<file path="config.mk">
export PLATFORM = sky130hd
export DESIGN_NAME = cave_row_update
export DESIGN_NICKNAME = d
export VERILOG_FILES = /design/src/rtl/core/cave_pkg.sv /design/src/rtl/core/cave_row_update.sv
export SDC_FILE = /design/constraint.sdc
export NUM_CORES = 1
export LEC_CHECK = 0
export BUFFER_PORTS_ARGS = -buffer_cell sky130_fd_sc_hd__buf_2
export CORE_MARGIN = 1
export CORE_UTILIZATION = 32
export DETAILED_ROUTE_END_ITERATION = 6
export PLACE_DENSITY = 0.46
export SETUP_SLACK_MARGIN = 0.4
export SLEW_MARGIN = 10
export SYNTH_ARGS = -nofsm -noshare
export SYNTH_HDL_FRONTEND = slang
export SYNTH_SLANG_ARGS = --single-unit
</file>
<file path="constraint.sdc">
create_clock -name vclk -period 6
set_input_delay 0.6 -clock vclk [all_inputs]
set_output_delay 0.6 -clock vclk [all_outputs]
set_load 0.01 [all_outputs]
</file>
<file path="src/rtl/core/cave_pkg.sv">
// Shared types and constants for the cave cellular automaton unit.
// No dependencies; every other file in rtl/core refers to it by scoped names.
package cave_pkg;

  // Grid geometry. The row word is fixed at 64 cells; the store holds 2**ROW_AW rows.
  localparam int unsigned ROW_W     = 64;
  localparam int unsigned ROW_AW    = 6;
  localparam int unsigned MAX_ROWS  = 1 << ROW_AW;
  localparam int unsigned MAX_WIDTH = 64;

  // Configuration register fields.
  localparam int unsigned DIM_W  = 7;
  localparam int unsigned GEN_W  = 8;
  localparam int unsigned THR_W  = 4;
  localparam int unsigned CFG_AW = 3;
  localparam int unsigned CFG_DW = 8;
  localparam int unsigned MODE_W = 2;

  typedef enum logic [MODE_W-1:0] {
    MODE_LOAD = 2'd0,
    MODE_RUN  = 2'd1,
    MODE_READ = 2'd2
  } mode_e;

  typedef enum logic [CFG_AW-1:0] {
    REG_GRID_WIDTH  = 3'd0,
    REG_GRID_HEIGHT = 3'd1,
    REG_GEN_COUNT   = 3'd2,
    REG_SURVIVE     = 3'd3,
    REG_BIRTH       = 3'd4
  } cfg_reg_e;

  typedef enum logic [2:0] {
    ST_IDLE,
    ST_READ,
    ST_GEN,
    ST_FIRST,
    ST_ROW,
    ST_DONE
  } state_e;

  // Rule settings handed to the row update unit.
  typedef struct packed {
    logic [ROW_W-1:0] width_mask;
    logic [THR_W-1:0] survive;
    logic [THR_W-1:0] birth;
  } rule_t;

endpackage

</file>
<file path="src/rtl/core/cave_row_update.sv">
// Row update unit: next state of one grid row from the old rows above, at and below it.
// Depends on cave_pkg for the row width and the rule_t struct.
module cave_row_update (
  input  logic [cave_pkg::ROW_W-1:0] up_i,
  input  logic [cave_pkg::ROW_W-1:0] cur_i,
  input  logic [cave_pkg::ROW_W-1:0] down_i,
  input  cave_pkg::rule_t            rule_i,
  output logic [cave_pkg::ROW_W-1:0] next_o
);

  // Inputs arrive masked to the width, so cells past either edge read as empty.
  logic [cave_pkg::ROW_W-1:0] up_l, up_r, cur_l, cur_r, dn_l, dn_r;

  assign up_l  = up_i << 1;
  assign up_r  = up_i >> 1;
  assign cur_l = cur_i << 1;
  assign cur_r = cur_i >> 1;
  assign dn_l  = down_i << 1;
  assign dn_r  = down_i >> 1;

  always_comb begin
    logic [3:0] n;
    logic       alive;
    next_o = '0;
    for (int x = 0; x < cave_pkg::ROW_W; x++) begin
      n = 4'(up_i[x]) + 4'(down_i[x]) + 4'(up_l[x]) + 4'(cur_l[x]) + 4'(dn_l[x])
        + 4'(up_r[x]) + 4'(cur_r[x]) + 4'(dn_r[x]);
      alive = cur_i[x] ? (n >= rule_i.survive) : (n >= rule_i.birth);
      next_o[x] = alive & rule_i.width_mask[x];
    end
  end

endmodule

</file>
Word-level counts from Yosys, hierarchy flattened:

Index checks and enable logic that the tools add are counted.

* register bits after elaboration: 0

* $add $sub $neg: 442
* order comparisons: 128
* multiplexer cells: 64
* bitwise gates (word level): 64

Operators with widths (number)
* 4-bit by 1-bit adder with 4-bit output: 250
* 4-bit >= comparator: 128
* 3-bit by 1-bit adder with 4-bit output: 64
* 2-bit by 1-bit adder with 3-bit output: 64
* 1-bit by 1-bit adder with 2-bit output: 64
* 1-bit AND: 64
* 1-bit 2-to-1 mux: 64

Logic depth before layout (Yosys ltp):

* word-level depth: 10
* depth in mapped cells: 13
* mapped depth without buffers: 13

Least setup slack after synthesis:

OpenSTA, ideal clock, no wires.

* kind: input to output
* from: input port up_i[22] (netlist name)
* to: output port next_o[23] (netlist name)
* data arrival time: 3.796 ns
* required time: 5.400 ns
* slack: 1.604 ns
* cell stages on the path: 13
* buffers on the path: 0
* path through: inv_1 -> fa_1 -> fa_1 -> fa_1 -> inv_1 -> ha_1 -> fa_1 -> xor2_1 -> ha_1 -> o211ai_2 -> a21oi_1 -> a2111o_1 -> o311a_1

* longest elaborated chain between the ends: 9
* elaborated cells between the ends (all ways): 10
* classes of those cells: add/sub: 6; order compare: 2; mux: 1; bitwise: 1

RTL lines
* start: declaration: RTL line cave_row_update.sv:4 `input logic [cave_pkg::ROW_W-1:0] up_i,`
* 2-bit by 1-bit adder with 3-bit output *: RTL line cave_row_update.sv:26 `n = 4'(up_i[x]) + 4'(down_i[x]) + 4'(up_l[x]) + 4'(cur_l[x]) + 4'(dn_l[x])`
* 3-bit by 1-bit adder with 4-bit output *: RTL line cave_row_update.sv:26
* 4-bit by 1-bit adder with 4-bit output *: RTL line cave_row_update.sv:26
* 4-bit by 1-bit adder with 4-bit output * (3 in series): RTL line cave_row_update.sv:27 `+ 4'(up_r[x]) + 4'(cur_r[x]) + 4'(dn_r[x]);`
* 4-bit >= comparator: RTL line cave_row_update.sv:28 `alive = cur_i[x] ? (n >= rule_i.survive) : (n >= rule_i.birth);`
* 1-bit 2-to-1 mux *: RTL line cave_row_update.sv:28
* 1-bit AND *: RTL line cave_row_update.sv:29 `next_o[x] = alive & rule_i.width_mask[x];`
* end: declaration: RTL line cave_row_update.sv:8 `output logic [cave_pkg::ROW_W-1:0] next_o`

Every way passes the cells marked *; elsewhere a longest branch is shown, timed or not.

Worst setup path after layout:

* from: input port cur_i[46] (netlist name)
* to: output port next_o[47] (netlist name)

* longest elaborated chain between the ends: 8
* elaborated cells between the ends (all ways): 9
* classes of those cells: add/sub: 5; order compare: 2; mux: 1; bitwise: 1

RTL lines
* start: declaration: RTL line cave_row_update.sv:5 `input logic [cave_pkg::ROW_W-1:0] cur_i,`
* 3-bit by 1-bit adder with 4-bit output *: RTL line cave_row_update.sv:26
* 4-bit by 1-bit adder with 4-bit output *: RTL line cave_row_update.sv:26
* 4-bit by 1-bit adder with 4-bit output * (3 in series): RTL line cave_row_update.sv:27
* 4-bit >= comparator: RTL line cave_row_update.sv:28
* 1-bit 2-to-1 mux *: RTL line cave_row_update.sv:28
* 1-bit AND *: RTL line cave_row_update.sv:29

Marked as above.

==> metrics <==
Final TNS setup=0 ps; number of max-slew violations in the final report=0; starting density of the core=0.3232; Die Footprint=65900 um2; Std-Cell Core Area=64230 um2; required time of the critical path=5400 ps; Final Core Density=0.3677; total via count in the routed design=16.89k; area of the mapped netlist=20760 um2; beginning of the worst hold path=rule_i[62]; final number of hold-violating endpoints=0; maximum clock frequency=206.5 MHz; tightest slew margin relative to the limit=0.3955; net count after synthesis=3523; post-CTS resize count=0; worst setup path category=in -> out; DRC violation count after routing=0; via count of the first global-routing pass=18.48k; endpoint class of the critical path=primary output; number of flip-flops and latches=0; worst IR drop on VDD=0.1044 mV; clock buf count=0; worst-case hold path end point=next_o[54]; IO Pins=328; unique cell type count in the Yosys netlist=19; Post CTS Setup Buffer Count=0; leakage=13.60 nW; wire length of the first global-routing pass=96390 um; slew at the pin closest to its max-slew limit=906.8 ps; DIE WIDTH=256.7 um; Detailed Place HPWL=49150 um; row count=93; Cells after Synth=2311; Die Ht=256.7 um; maximum number of pins on one net before global-route repair=44; Tot Pwr=4.472 mW; buffers added on ports=328; worst hold path cell count=3; Tcrit/Tclk final=0.8072; clock period minus final worst setup slack=4843 ps; Power Density=189.4 nW/um2; Critical Path AT=4240 ps; sequential cell area fraction in the yosys report=0; area used by multi-input combinational logic=18610 um2; sequential cell area in the final layout=0 um2; Post-Route WL=59190 um; Remaining Overflow, GRT=0; Antenna Violating Nets Remaining=0; number of violations reported at the end of detailed-routing iteration 0=402; RSZ-0062 raised after global routing=false; type of the tightest min-delay check=in -> out; hold_ws=1511 ps; DR vias/cell=4.805; final RePlAce weighted congestion=0.8237; final count of negative-setup-slack endpoints=0; synth-to-layout area growth=13.75%; peak fanout along the critical path=3; overall track demand over capacity in global routing=0.1817; antenna violations before repair=17; quantity of hold-fixing buffers added after cts=0; number of inserted filler cells in the final layout=6690; average routed wire per standard cell=16.84 um; outcome=finished, final reports clean; DR pass1 iterations=5; category of the worst setup path launch point=input port; mean instance size in the synthesized netlist=8.984 um2; layout cell share with drive strength beyond 1=0.1330; net count reported at finish=3868; Yosys warning count=0; number of violations of the max-capacitance limit=0
## cells in the final DEF, fill, tap and decap left out, types with 4 or more instances in the layout
| master | count |
|---|---|
| sky130_fd_sc_hd__a2111o_1 | 32 |
| sky130_fd_sc_hd__a211oi_1 | 32 |
| sky130_fd_sc_hd__a21oi_1 | 188 |
| sky130_fd_sc_hd__buf_2 | 326 |
| sky130_fd_sc_hd__buf_4 | 17 |
| sky130_fd_sc_hd__clkinv_2 | 4 |
| sky130_fd_sc_hd__diode_2 | 6 |
| sky130_fd_sc_hd__fa_1 | 252 |
| sky130_fd_sc_hd__ha_1 | 696 |
| sky130_fd_sc_hd__inv_1 | 567 |
| sky130_fd_sc_hd__nand2_1 | 30 |
| sky130_fd_sc_hd__nand2b_1 | 34 |
| sky130_fd_sc_hd__nor2_1 | 94 |
| sky130_fd_sc_hd__nor2b_1 | 62 |
| sky130_fd_sc_hd__o211ai_1 | 28 |
| sky130_fd_sc_hd__o211ai_2 | 4 |
| sky130_fd_sc_hd__o21ai_0 | 154 |
| sky130_fd_sc_hd__o311a_1 | 62 |
| sky130_fd_sc_hd__xor2_1 | 62 |
## synth_stat cells, types with 4 or more instances
master	number	share of area
sky130_fd_sc_hd__a21oi_1	188	0.045
sky130_fd_sc_hd__nand2b_1	34	0.010
sky130_fd_sc_hd__inv_1	573	0.10
sky130_fd_sc_hd__nor2_1	94	0.017
sky130_fd_sc_hd__ha_1	696	0.42
sky130_fd_sc_hd__o21ai_0	154	0.037
sky130_fd_sc_hd__a211oi_1	32	0.012
sky130_fd_sc_hd__o211ai_2	4	0.0024
sky130_fd_sc_hd__o311a_1	62	0.030
sky130_fd_sc_hd__a2111o_1	32	0.017
sky130_fd_sc_hd__nor2b_1	62	0.019
sky130_fd_sc_hd__xor2_1	62	0.026
sky130_fd_sc_hd__nand2_1	30	0.0054
sky130_fd_sc_hd__fa_1	252	0.24
sky130_fd_sc_hd__o211ai_1	28	0.010
## layout make-up
class                      instances  share of cell area
multi-input combinational       1738              0.7881
inverter                         573             0.09150
tap                              855             0.04530
timing repair buffer             343             0.07449
antenna                            6           0.0006358
## critical path, stage by stage
cell and delay (ps):
sky130_fd_sc_hd__buf_2 100, sky130_fd_sc_hd__inv_1 160, sky130_fd_sc_hd__fa_1 460, sky130_fd_sc_hd__fa_1 460, sky130_fd_sc_hd__fa_1 490, sky130_fd_sc_hd__inv_1 40
sky130_fd_sc_hd__ha_1 200, sky130_fd_sc_hd__fa_1 380, sky130_fd_sc_hd__xor2_1 250, sky130_fd_sc_hd__ha_1 280, sky130_fd_sc_hd__o211ai_1 80, sky130_fd_sc_hd__a21oi_1 70
sky130_fd_sc_hd__a2111o_1 370, sky130_fd_sc_hd__o311a_1 140, sky130_fd_sc_hd__buf_2 140
## metal layers
| layer | global-route usage | wire [um] |
|---|---|---|
| met5 | 0 | 143 |
| met4 | 0.03175 | 997 |
| met3 | 0.02076 | 2059 |
| met2 | 0.3294 | 29140 |
| met1 | 0.2315 | 26850 |
## where the power goes
| group | total, mW | internal [mW] | switching [mW] |
|---|---|---|---|
| logic | 4.47 | 1.99 | 2.48 |
| clock network | 0.000000134 | 0.000000134 | 0 |
| registers | 0 | 0 | 0 |
## worst max-delay path by stage
stage,from,to,slack [ps],cells after the start
finish,cur_i[46],next_o[47],1160,15
detailed placement,cur_i[46],next_o[47],1160,15
global route,cur_i[46],next_o[47],970,15
CTS,cur_i[46],next_o[47],1140,15
floorplan,up_i[22],next_o[23],1600,13
global placement,cur_i[39],next_o[40],1180,15
## cell families after synthesis
kind of cell,share of synthesized area
adders and majority gates,0.6624
buffers and inverters,0.1036
AOI/OAI and AO/OA,0.1560
and+or+nand+nor,0.05183
xor gates and xnor gates,0.02616
## through the flow
| stage | instances | cell area (um2) | worst slack, ps |
|---|---|---|---|
| floorplan | 2311 | 20760 | 1604 |
| global placement | 3509 | 23600 | 1181 |
| detailed placement | 3509 | 23600 | 1158 |
| CTS | 3509 | 23600 | 1144 |
| global route | 3515 | 23620 | 973.8 |
| finish | 3515 | 23620 | 1157 |
No activity file was read; power rests on OpenSTA's default activity.
